`config.mk`:
```
export PLATFORM = sky130hd
export DESIGN_NAME = filtered_topk_selector_top
export DESIGN_NICKNAME = d
export VERILOG_FILES = /design/src/rtl/ftk_pkg.sv /design/src/rtl/ftk_gate.sv /design/src/rtl/filtered_topk_selector_top.sv
export SDC_FILE = /design/constraint.sdc
export NUM_CORES = 2
export LEC_CHECK = 0
export ABC_AREA = 1
export BUFFER_PORTS_ARGS = -buffer_cell sky130_fd_sc_hd__buf_2
export CAP_MARGIN = 20
export CORE_MARGIN = 5
export CORE_UTILIZATION = 25
export DETAILED_ROUTE_END_ITERATION = 6
export HOLD_SLACK_MARGIN = 0.12
export REMOVE_ABC_BUFFERS = 1
export SLEW_MARGIN = 10
export SYNTH_ARGS = -nofsm -noshare
export SYNTH_HDL_FRONTEND = slang
export SYNTH_SLANG_ARGS = --single-unit
```
`constraint.sdc`:
```
create_clock -name clk_i -period 11.2 [get_ports clk_i]
set_clock_uncertainty 0.2 [all_clocks]
set_input_delay 1.68 -clock clk_i [delete_from_list [all_inputs] [get_ports clk_i]]
set_output_delay 1.68 -clock clk_i [all_outputs]
set_load 0.05 [all_outputs]
```
`src/rtl/ftk_pkg.sv`:
```
// Types, register indexes and constants shared by the top-k selector files.
package ftk_pkg;

  localparam int HEAP_DEPTH_DEF = 16;
  localparam int KEEP_W         = 5;
  localparam int FILL_W         = 5;
  localparam int CFG_IDX_W      = 3;
  localparam int CFG_DATA_W     = 32;

  localparam logic [31:0] EMPTY_ID = 32'hFFFF_FFFF;

  // command codes
  localparam logic CMD_OFFER = 1'b0;
  localparam logic CMD_DRAIN = 1'b1;

  // configuration register indexes
  localparam logic [CFG_IDX_W-1:0] CFG_KEEP_COUNT       = 3'd0;
  localparam logic [CFG_IDX_W-1:0] CFG_RANGE_MODE       = 3'd1;
  localparam logic [CFG_IDX_W-1:0] CFG_THRESHOLD_ENABLE = 3'd2;
  localparam logic [CFG_IDX_W-1:0] CFG_THRESHOLD_VALUE  = 3'd3;
  localparam logic [CFG_IDX_W-1:0] CFG_RERANK_ENABLE    = 3'd4;
  localparam logic [CFG_IDX_W-1:0] CFG_SEARCH_RADIUS    = 3'd5;
  localparam logic [CFG_IDX_W-1:0] CFG_RADIUS_SLACK     = 3'd6;

  localparam logic [KEEP_W-1:0] KEEP_COUNT_RST = 5'd10;

  typedef struct packed {
    logic               command;
    logic signed [31:0] cand_distance;
    logic               cand_finite;
    logic        [31:0] cand_id;
    logic               attr_pass;
    logic               id_pass;
  } ftk_cmd_t;

  typedef struct packed {
    logic               accepted;
    logic               evicted;
    logic               entry_valid;
    logic        [31:0] result_id;
    logic signed [31:0] result_distance;
    logic [FILL_W-1:0]  fill_count;
    logic               last;
  } ftk_res_t;

  typedef struct packed {
    logic [KEEP_W-1:0]  keep_count;
    logic               range_mode;
    logic               threshold_enable;
    logic signed [31:0] threshold_value;
    logic               rerank_enable;
    logic signed [31:0] search_radius;
    logic        [15:0] radius_slack;
  } ftk_cfg_t;

  // filter outcome for one candidate
  typedef struct packed {
    logic pass;      // filters, empty-slot and threshold checks all passed
    logic in_range;  // finite and within radius plus slack
  } ftk_verdict_t;

  typedef struct packed {
    logic signed [31:0] distance;
    logic        [31:0] id;
  } ftk_entry_t;

endpackage

```
`src/rtl/ftk_gate.sv`:
```
// Candidate filter: pass bits, empty-slot id, threshold and radius checks.
module ftk_gate (
  input  ftk_pkg::ftk_cmd_t     item_i,
  input  ftk_pkg::ftk_cfg_t     cfg_i,
  output ftk_pkg::ftk_verdict_t verdict_o
);
  import ftk_pkg::*;

  logic signed [33:0] dist_x;
  logic signed [33:0] lim_x;
  logic               over_thr;
  logic               thr_fail;

  always_comb begin
    dist_x   = {{2{item_i.cand_distance[31]}}, item_i.cand_distance};
    // radius plus slack, two guard bits so the sum never wraps
    lim_x    = {{2{cfg_i.search_radius[31]}}, cfg_i.search_radius}
               + {18'd0, cfg_i.radius_slack};
    over_thr = $signed(item_i.cand_distance) > $signed(cfg_i.threshold_value);
    thr_fail = !cfg_i.range_mode && cfg_i.threshold_enable &&
               (!item_i.cand_finite || (!cfg_i.rerank_enable && over_thr));

    verdict_o.pass     = item_i.attr_pass && item_i.id_pass &&
                         (item_i.cand_id != EMPTY_ID) && !thr_fail;
    verdict_o.in_range = item_i.cand_finite && (dist_x <= lim_x);
  end

endmodule

```
`src/rtl/filtered_topk_selector_top.sv`:
```
// Top level of the filtered top-k selector: kept-entry memory and its sequencer.
//
//  channel   | ports                               | transfer when
//  ----------+-------------------------------------+---------------------------
//  command   | start, busy, item_i                 | start high, busy low
//  result    | res_valid_o, res_o                  | every cycle res_valid_o is high
//  config    | cfg_we_i, cfg_idx_i, cfg_wdata_i    | every cycle cfg_we_i is high
//
// Flow: a candidate that is filtered out, or that lands while fewer than K
// entries are held, gives its result on the next cycle with busy staying low.
// Comparing against a full store takes a scan of the K held entries through the
// memory read port. Each eviction or drained entry costs one scan of the held
// entries, a pick of the maximum and, when that was not the last entry, a move
// of the last entry into its slot; the single read port sets the pace.
// Reset (rst_ni low, asynchronous) restores register defaults and empties the
// store; memory contents are not cleared, entries past the count are never read.
// Results leave through a register and cannot be stalled; busy holds off start.
module filtered_topk_selector_top #(
  parameter int HEAP_DEPTH = ftk_pkg::HEAP_DEPTH_DEF
) (
  input  logic                                clk_i,
  input  logic                                rst_ni,
  input  logic                                start,
  output logic                                busy,
  input  ftk_pkg::ftk_cmd_t                   item_i,
  output logic                                res_valid_o,
  output ftk_pkg::ftk_res_t                   res_o,
  input  logic                                cfg_we_i,
  input  logic [ftk_pkg::CFG_IDX_W-1:0]       cfg_idx_i,
  input  logic [ftk_pkg::CFG_DATA_W-1:0]      cfg_wdata_i
);
  import ftk_pkg::*;

  // one spare entry: an insertion may overfill the store before trimming
  localparam int MEM_D = HEAP_DEPTH + 1;
  localparam int AW    = $clog2(MEM_D);
  localparam int CW    = $clog2(HEAP_DEPTH + 2);
  localparam int KW    = (CW > KEEP_W) ? CW : KEEP_W;

  localparam logic [1:0] ST_IDLE = 2'd0;
  localparam logic [1:0] ST_SCAN = 2'd1;  // stream held entries, track maximum
  localparam logic [1:0] ST_PICK = 2'd2;  // compare or evict the maximum
  localparam logic [1:0] ST_MVWR = 2'd3;  // last entry fills the hole

  localparam logic [1:0] PH_CMP   = 2'd0;
  localparam logic [1:0] PH_EVICT = 2'd1;
  localparam logic [1:0] PH_DRAIN = 2'd2;

  ftk_cfg_t     cfg_q;
  logic [1:0]   state_q, state_d;
  logic [1:0]   phase_q, phase_d;
  logic [CW-1:0] cnt_q, cnt_d;
  logic [CW-1:0] scan_idx_q, scan_idx_d;
  logic          rpend_q, rpend_d;
  logic [AW-1:0] ridx_q, ridx_d;
  logic          acc_q, acc_d;
  ftk_cmd_t      item_q, item_d;
  ftk_verdict_t  verd_q, verd_d;
  ftk_verdict_t  verd_in;
  ftk_entry_t    max_q, max_d;
  logic [AW-1:0] max_idx_q, max_idx_d;
  ftk_res_t      res_q, res_d;
  logic          res_vld_q, res_vld_d;

  // kept-entry memory, one write and one registered read port
  ftk_entry_t    mem_q [MEM_D];
  ftk_entry_t    rd_data_q;
  logic          rd_en, wr_en;
  logic [AW-1:0] rd_addr, wr_addr;
  ftk_entry_t    wr_data;

  logic [KW-1:0] kc_w;
  logic [CW-1:0] eff_k;
  logic [CW-1:0] cnt_m1;
  logic [CW-1:0] cnt_new;
  logic [CW-1:0] target;
  logic          ins;
  logic          below;
  logic          better;
  logic          drain;

  function automatic ftk_res_t mk_res(logic acc, logic ev, logic vld, logic [31:0] id,
                                      logic signed [31:0] res_dist, logic [CW-1:0] fill,
                                      logic lst);
    ftk_res_t r;
    r.accepted        = acc;
    r.evicted         = ev;
    r.entry_valid     = vld;
    r.result_id       = id;
    r.result_distance = res_dist;
    r.fill_count      = FILL_W'(fill);
    r.last            = lst;
    return r;
  endfunction

  ftk_gate u_gate (
    .item_i    (item_i),
    .cfg_i     (cfg_q),
    .verdict_o (verd_in)
  );

  // K clamped to 1..HEAP_DEPTH
  always_comb begin
    kc_w = KW'(cfg_q.keep_count);
    if (kc_w == '0) begin
      eff_k = CW'(1);
    end else if (kc_w > KW'(HEAP_DEPTH)) begin
      eff_k = CW'(HEAP_DEPTH);
    end else begin
      eff_k = CW'(kc_w);
    end
  end

  assign busy        = (state_q != ST_IDLE);
  assign res_valid_o = res_vld_q;
  assign res_o       = res_q;
  assign cnt_m1      = cnt_q - CW'(1);
  assign drain       = (phase_q == PH_DRAIN);
  assign target      = drain ? '0 : eff_k;

  // (distance, id) ordering: larger distance, then larger id, is the maximum
  assign better = ($signed(rd_data_q.distance) > $signed(max_q.distance)) ||
                  ((rd_data_q.distance == max_q.distance) && (rd_data_q.id > max_q.id));
  assign below  = item_q.cand_finite &&
                  ($signed(item_q.cand_distance) < $signed(max_q.distance));

  always_comb begin
    state_d    = state_q;
    phase_d    = phase_q;
    cnt_d      = cnt_q;
    scan_idx_d = scan_idx_q;
    rpend_d    = 1'b0;
    ridx_d     = scan_idx_q[AW-1:0];
    acc_d      = acc_q;
    item_d     = item_q;
    verd_d     = verd_q;
    max_d      = max_q;
    max_idx_d  = max_idx_q;
    res_d      = res_q;
    res_vld_d  = 1'b0;
    rd_en      = 1'b0;
    rd_addr    = scan_idx_q[AW-1:0];
    wr_en      = 1'b0;
    wr_addr    = cnt_q[AW-1:0];
    wr_data    = '{distance: item_q.cand_distance, id: item_q.cand_id};
    ins        = 1'b0;
    cnt_new    = cnt_q;

    unique case (state_q)
      ST_IDLE: begin
        if (start) begin
          item_d     = item_i;
          verd_d     = verd_in;
          acc_d      = 1'b0;
          scan_idx_d = '0;
          if (item_i.command == CMD_DRAIN) begin
            phase_d = PH_DRAIN;
            if (cnt_q == '0) begin
              res_vld_d = 1'b1;
              res_d     = mk_res(1'b0, 1'b0, 1'b0, '0, '0, '0, 1'b1);
            end else begin
              state_d = ST_SCAN;
            end
          end else if (!verd_in.pass) begin
            res_vld_d = 1'b1;
            res_d     = mk_res(1'b0, 1'b0, 1'b0, '0, '0, cnt_q, 1'b1);
          end else if (cnt_q == eff_k) begin
            phase_d = PH_CMP;
            state_d = ST_SCAN;
          end else begin
            // not full, or above K after K was lowered: no comparison
            ins     = !cfg_q.range_mode || verd_in.in_range;
            wr_en   = ins;
            wr_data = '{distance: item_i.cand_distance, id: item_i.cand_id};
            cnt_new = cnt_q + CW'(ins);
            cnt_d   = cnt_new;
            if (cnt_new > eff_k) begin
              acc_d   = ins;
              phase_d = PH_EVICT;
              state_d = ST_SCAN;
            end else begin
              res_vld_d = 1'b1;
              res_d     = mk_res(ins, 1'b0, 1'b0, '0, '0, cnt_new, 1'b1);
            end
          end
        end
      end

      ST_SCAN: begin
        if (scan_idx_q < cnt_q) begin
          rd_en      = 1'b1;
          rpend_d    = 1'b1;
          scan_idx_d = scan_idx_q + CW'(1);
        end
        if (rpend_q) begin
          if ((ridx_q == '0) || better) begin
            max_d     = rd_data_q;
            max_idx_d = ridx_q;
          end
          if (ridx_q == cnt_m1[AW-1:0]) begin
            state_d = ST_PICK;
          end
        end
      end

      ST_PICK: begin
        if (phase_q == PH_CMP) begin
          ins = cfg_q.range_mode ? (verd_q.in_range && below) : below;
          if (ins) begin
            wr_en      = 1'b1;
            cnt_d      = cnt_q + CW'(1);
            acc_d      = 1'b1;
            phase_d    = PH_EVICT;
            scan_idx_d = '0;
            state_d    = ST_SCAN;
          end else begin
            res_vld_d = 1'b1;
            res_d     = mk_res(1'b0, 1'b0, 1'b0, '0, '0, cnt_q, 1'b1);
            state_d   = ST_IDLE;
          end
        end else begin
          res_vld_d  = 1'b1;
          res_d      = mk_res(acc_q, !drain, 1'b1, max_q.id, max_q.distance, target,
                              cnt_m1 == target);
          cnt_d      = cnt_m1;
          scan_idx_d = '0;
          if (max_idx_q != cnt_m1[AW-1:0]) begin
            // fetch the last entry to fill the hole
            rd_en   = 1'b1;
            rd_addr = cnt_m1[AW-1:0];
            state_d = ST_MVWR;
          end else if (cnt_m1 > target) begin
            state_d = ST_SCAN;
          end else begin
            state_d = ST_IDLE;
          end
        end
      end

      ST_MVWR: begin
        wr_en      = 1'b1;
        wr_addr    = max_idx_q;
        wr_data    = rd_data_q;
        scan_idx_d = '0;
        state_d    = (cnt_q > target) ? ST_SCAN : ST_IDLE;
      end
    endcase
  end

  always_ff @(posedge clk_i) begin
    if (wr_en) begin
      mem_q[wr_addr] <= wr_data;
    end
    if (rd_en) begin
      rd_data_q <= mem_q[rd_addr];
    end
  end

  always_ff @(posedge clk_i or negedge rst_ni) begin
    if (!rst_ni) begin
      state_q   <= ST_IDLE;
      phase_q   <= PH_CMP;
      cnt_q     <= '0;
      rpend_q   <= 1'b0;
      res_vld_q <= 1'b0;
      cfg_q     <= '{keep_count: KEEP_COUNT_RST, default: '0};
    end else begin
      state_q   <= state_d;
      phase_q   <= phase_d;
      cnt_q     <= cnt_d;
      rpend_q   <= rpend_d;
      res_vld_q <= res_vld_d;
      if (cfg_we_i) begin
        unique case (cfg_idx_i)
          CFG_KEEP_COUNT:       cfg_q.keep_count       <= cfg_wdata_i[KEEP_W-1:0];
          CFG_RANGE_MODE:       cfg_q.range_mode       <= cfg_wdata_i[0];
          CFG_THRESHOLD_ENABLE: cfg_q.threshold_enable <= cfg_wdata_i[0];
          CFG_THRESHOLD_VALUE:  cfg_q.threshold_value  <= cfg_wdata_i[31:0];
          CFG_RERANK_ENABLE:    cfg_q.rerank_enable    <= cfg_wdata_i[0];
          CFG_SEARCH_RADIUS:    cfg_q.search_radius    <= cfg_wdata_i[31:0];
          CFG_RADIUS_SLACK:     cfg_q.radius_slack     <= cfg_wdata_i[15:0];
          default: ;  // unmapped index, write dropped
        endcase
      end
    end
  end

  // payload and scan registers, no reset needed
  always_ff @(posedge clk_i) begin
    scan_idx_q <= scan_idx_d;
    ridx_q     <= ridx_d;
    acc_q      <= acc_d;
    item_q     <= item_d;
    verd_q     <= verd_d;
    max_q      <= max_d;
    max_idx_q  <= max_idx_d;
    res_q      <= res_d;
  end

endmodule

```
==> flow_metrics.py <==
metrics = {
    "status": {
        "outcome": "finished with violations",
        "failed_checks": "DRC",
    },
    "sta": {
        "finalSetupViolCount": 0,
        "final.setup.worst_slack_ns": 2.762,
        "period_minus_slack_ns": 8.438,
        "clock.fmax_ghz": 0.1185,
        "period_share_pct": 75.34,
        "final_max_slew_viol_count": 0,
        "finalHoldViolations": 0,
        "rsz0062_at_grt": "no",
        "worst_pin_slew_ns": 1.198,
        "relSlewSlack_pct": 20.10,
    },
    "floorplan": {
        "row_count": 193,
        "core_um2": 276300,
        "fp.dieW_um": 536.6,
        "start_util_pct": 25.10,
        "die_h_um": 536.6,
        "io_pins": 182,
        "fp.dieArea_um2": 288000,
    },
    "synth": {
        "synth_cell_type_count": 51,
        "synth_edf_count": 1366,
        "synth-async-reset-ratio_pct": 6.735,
        "syn_area_um2": 69330,
        "synth_seq_cells": 1470,
        "avgSynthCellArea_um2": 9.879,
        "yosys_warnings": 0,
        "synth-main-ff-cell": "edfxtp_1",
        "ys_seq_area_share_pct": 62.88,
        "synthCells": 7018,
    },
    "cts": {
        "cts_hold_buf": 0,
        "htree_levels": 4,
        "numClockSinks": 1470,
        "clockRootBuffer": "clkbuf_16",
        "clock_latency_ns": 0.80,
        "cts_made_buffers": 148,
        "clkTransAtPathRegs_ns": 0.06,
        "cts_tree": "yes",
        "cts_setup_buffers": 0,
        "ctsResizeCount": 0,
        "cts.path.max_buffers": 3,
    },
    "job": {
        "cap_viol_max_count": 0,
    },
    "grt": {
        "grt-ovfl-total": 0,
        "first_global_vias": 49050,
        "grt_pass1_wl_um": 316600,
        "grt_start_max_net_pins": 229,
        "grt_antenna_before_repair": 23,
        "track_usage_pct": 14.46,
    },
    "setup_path": {
        "crit_path_top_delay_cell": "buf_4",
        "critPathMaxFanout": 52,
        "start_kind": "flop",
        "end_kind": "flop",
        "cp.arrival_ns": 8.65,
        "max_stage_delay_ns": 0.66,
        "crit_type": "reg -> reg",
        "worst_ep_required_time_ns": 11.42,
    },
    "place": {
        "hpwl_um": 128200,
        "place_congestion": 0.8581,
        "post-place-ws_ns": 2.842,
        "portBuffers": 181,
    },
    "final_layout": {
        "nets": 7454,
        "area_delta_synth_final_pct": 14.54,
        "post-route-util_pct": 28.75,
        "drive_above_1_share_pct": 8.010,
        "fillCellCount": 28490,
    },
    "detailed_routing": {
        "routedWlPerCell_um": 19.63,
        "first_pass_iters": 7,
        "via_per_inst": 4.638,
        "vias": 50870,
        "ant_nets": 0,
        "drcViolationCount": 10,
        "dr.first_iter.drc_count": 5681,
        "wl_um": 215300,
    },
    "power_and_ir_drop": {
        "sequentialPowerShare_pct": 36.9,
        "switching_power_w": 0.009773,
        "p_int_w": 0.01306,
        "total_power_w": 0.02284,
        "power_frac_comb_pct": 41.8,
        "switching_share_pct": 42.80,
        "pwr-share-clk_pct": 21.3,
        "power_density_nw_per_um2": 287.6,
        "ir_worst_vdd_v": 0.0003333,
        "p_leak_nw": 33.55,
    },
    "worst_hold_path": {
        "hold_path.class": "reg -> reg",
    },
}
-- worst paths after layout --
path | to | slack [ns] | cells after the start | from
min reg2reg | ridx_q[3]$_DFF_P_ | 0.28 | 0 | ridx_d[3]$_SDFFCE_PN0P_
max | res_o[54]$_SDFFCE_PN0P_ | 2.76 | 37 | cfg_q[0]$_DFFE_PN0P_
min | ridx_q[3]$_DFF_P_ | 0.28 | 0 | ridx_d[3]$_SDFFCE_PN0P_
min in group asynchronous | cnt_q[3]$_DFFE_PN0P_ | 0.64 | 1 | rst_ni
max in group asynchronous | cfg_q[45]$_DFFE_PN0P_ | 8.84 | 2 | rst_ni
max reg2reg | res_o[54]$_SDFFCE_PN0P_ | 2.76 | 37 | cfg_q[0]$_DFFE_PN0P_
-- routing by layer --
layer / vias to the layer above / GRT usage, % / share of wire (%)
met3: 425 / 3.010 / 9.4
met5: - / 0 / 0.021
met4: 6 / 5.737 / 3.8
li1: 23310 / - / -
met1: 24730 / 19.51 / 42
met2: 2401 / 22.75 / 45
-- sequential cells by signal (all words and copies together) (netlist names), 5 cells and up --
signal and cells:
mem_q 1088, ridx_d 5, res_o 73, rd_data_q 64
ridx_q 5, max_idx_q 5, cnt_q 5, cfg_q 83
kc_w 5, max_q 64, item_q 65
-- stage by stage --
stage / area, µm² / TNS [ns] / std cells / hold WS [ns]
final: 79410 / 0 / 10970 / 0.2767
after global routing: 79400 / 0 / 10960 / 0.2778
after CTS: 79220 / 0 / 10940 / 0.2668
after detailed placement: 74550 / 0 / 10680 / 0.2525
after global placement: 74470 / 0 / 10670 / 0.2587
after floorplan: 67830 / -78.15 / 6692 / 0.1966
-- synthesized netlist by cell type, drive strengths merged, types with 5 or more instances --
| cell | instances | area (µm²) |
|---|---|---|
| clkbuf | 99 | 371.6 |
| a221oi | 25 | 219.0 |
| dfrtp | 97 | 2427 |
| o21bai | 5 | 37.54 |
| ha | 205 | 2565 |
| nor2 | 237 | 918.4 |
| a21o | 5 | 37.54 |
| nand3 | 1145 | 5736 |
| edfxtp | 1366 | 41020 |
| a21oi | 215 | 1076 |
| nand2 | 1633 | 6152 |
| buf | 227 | 1136 |
| nand4 | 75 | 469.2 |
| o21ai | 192 | 968.4 |
| xnor2 | 16 | 147.7 |
| a31oi | 7 | 43.79 |
| inv | 1364 | 5125 |
| o211ai | 6 | 45.04 |
| dfxtp | 5 | 100.1 |
| nor3 | 21 | 105.1 |
| xor2 | 30 | 262.8 |
-- power groups by stage --
stage / Sequential, W / Combinational (W) / Clock, W
after floorplan: 0.00876 / 0.00571 / 0
after global placement: 0.00854 / 0.00914 / 0
after detailed placement: 0.00854 / 0.00934 / 0
after CTS: 0.00844 / 0.00938 / 0.00496
after global routing: 0.00847 / 0.0104 / 0.00519
final: 0.00842 / 0.00954 / 0.00488
-- critical path, delay by kind of cell, from the launching register on --
kind / cells / cell delay, ns
AOI/OAI and AO/OA: 7 / 1.51
xor gates and xnor gates: 2 / 0.36
adders and majority gates: 6 / 1.63
buffers and inverters: 4 / 0.99
DFF: 1 / 0.35
and+or+nand+nor: 18 / 2.90
-- logic make-up (layout without fill, tap and decap cells) --
kind of cell	after synthesis	in the layout	share of synthesized area [%]
adder cells (fa/ha/maj)	206	206	3.728
other	0	11	0
AO/OA/AOI/OAI	483	483	3.817
AND/OR/NAND/NOR	3123	3123	19.41
flip-flops	1470	1470	62.88
XOR/XNOR	46	46	0.5919
buffers and inverters	1690	1925	9.566
-- placed cells by master (no fill, tap or decap), types with 18 or more instances in the layout --
cell | synthesis | layout
clkbuf_1 | 99 | 30
nor3_1 | 21 | 20
buf_2 | 194 | 180
inv_1 | 1349 | 1347
clkinv_2 | 0 | 21
dfrtp_1 | 97 | 97
ha_1 | 205 | 203
clkbuf_16 | 0 | 149
nand3_1 | 1144 | 1143
o21ai_0 | 189 | 188
edfxtp_1 | 1366 | 1366
buf_4 | 11 | 109
nand2_1 | 1626 | 1624
a21oi_2 | 0 | 18
nand4_1 | 75 | 75
nor2_1 | 233 | 213
nor2_4 | 1 | 20
a21oi_1 | 215 | 195
xor2_1 | 30 | 30
clkinv_1 | 0 | 34
a221oi_1 | 25 | 25
-- area by class of cell --
class	count	area [µm²]	share of cell area (%)
repair buffers	299	1907	2.401
well taps	3705	4636	5.837
clock inverters	83	828.3	1.043
flip-flops and latches	1470	43600	54.90
multi-input cells	3858	19440	24.48
diodes	11	27.53	0.03466
inverters	1364	5139	6.471
clock buffers	179	3841	4.837
No activity file was read; power rests on OpenSTA's default activity.
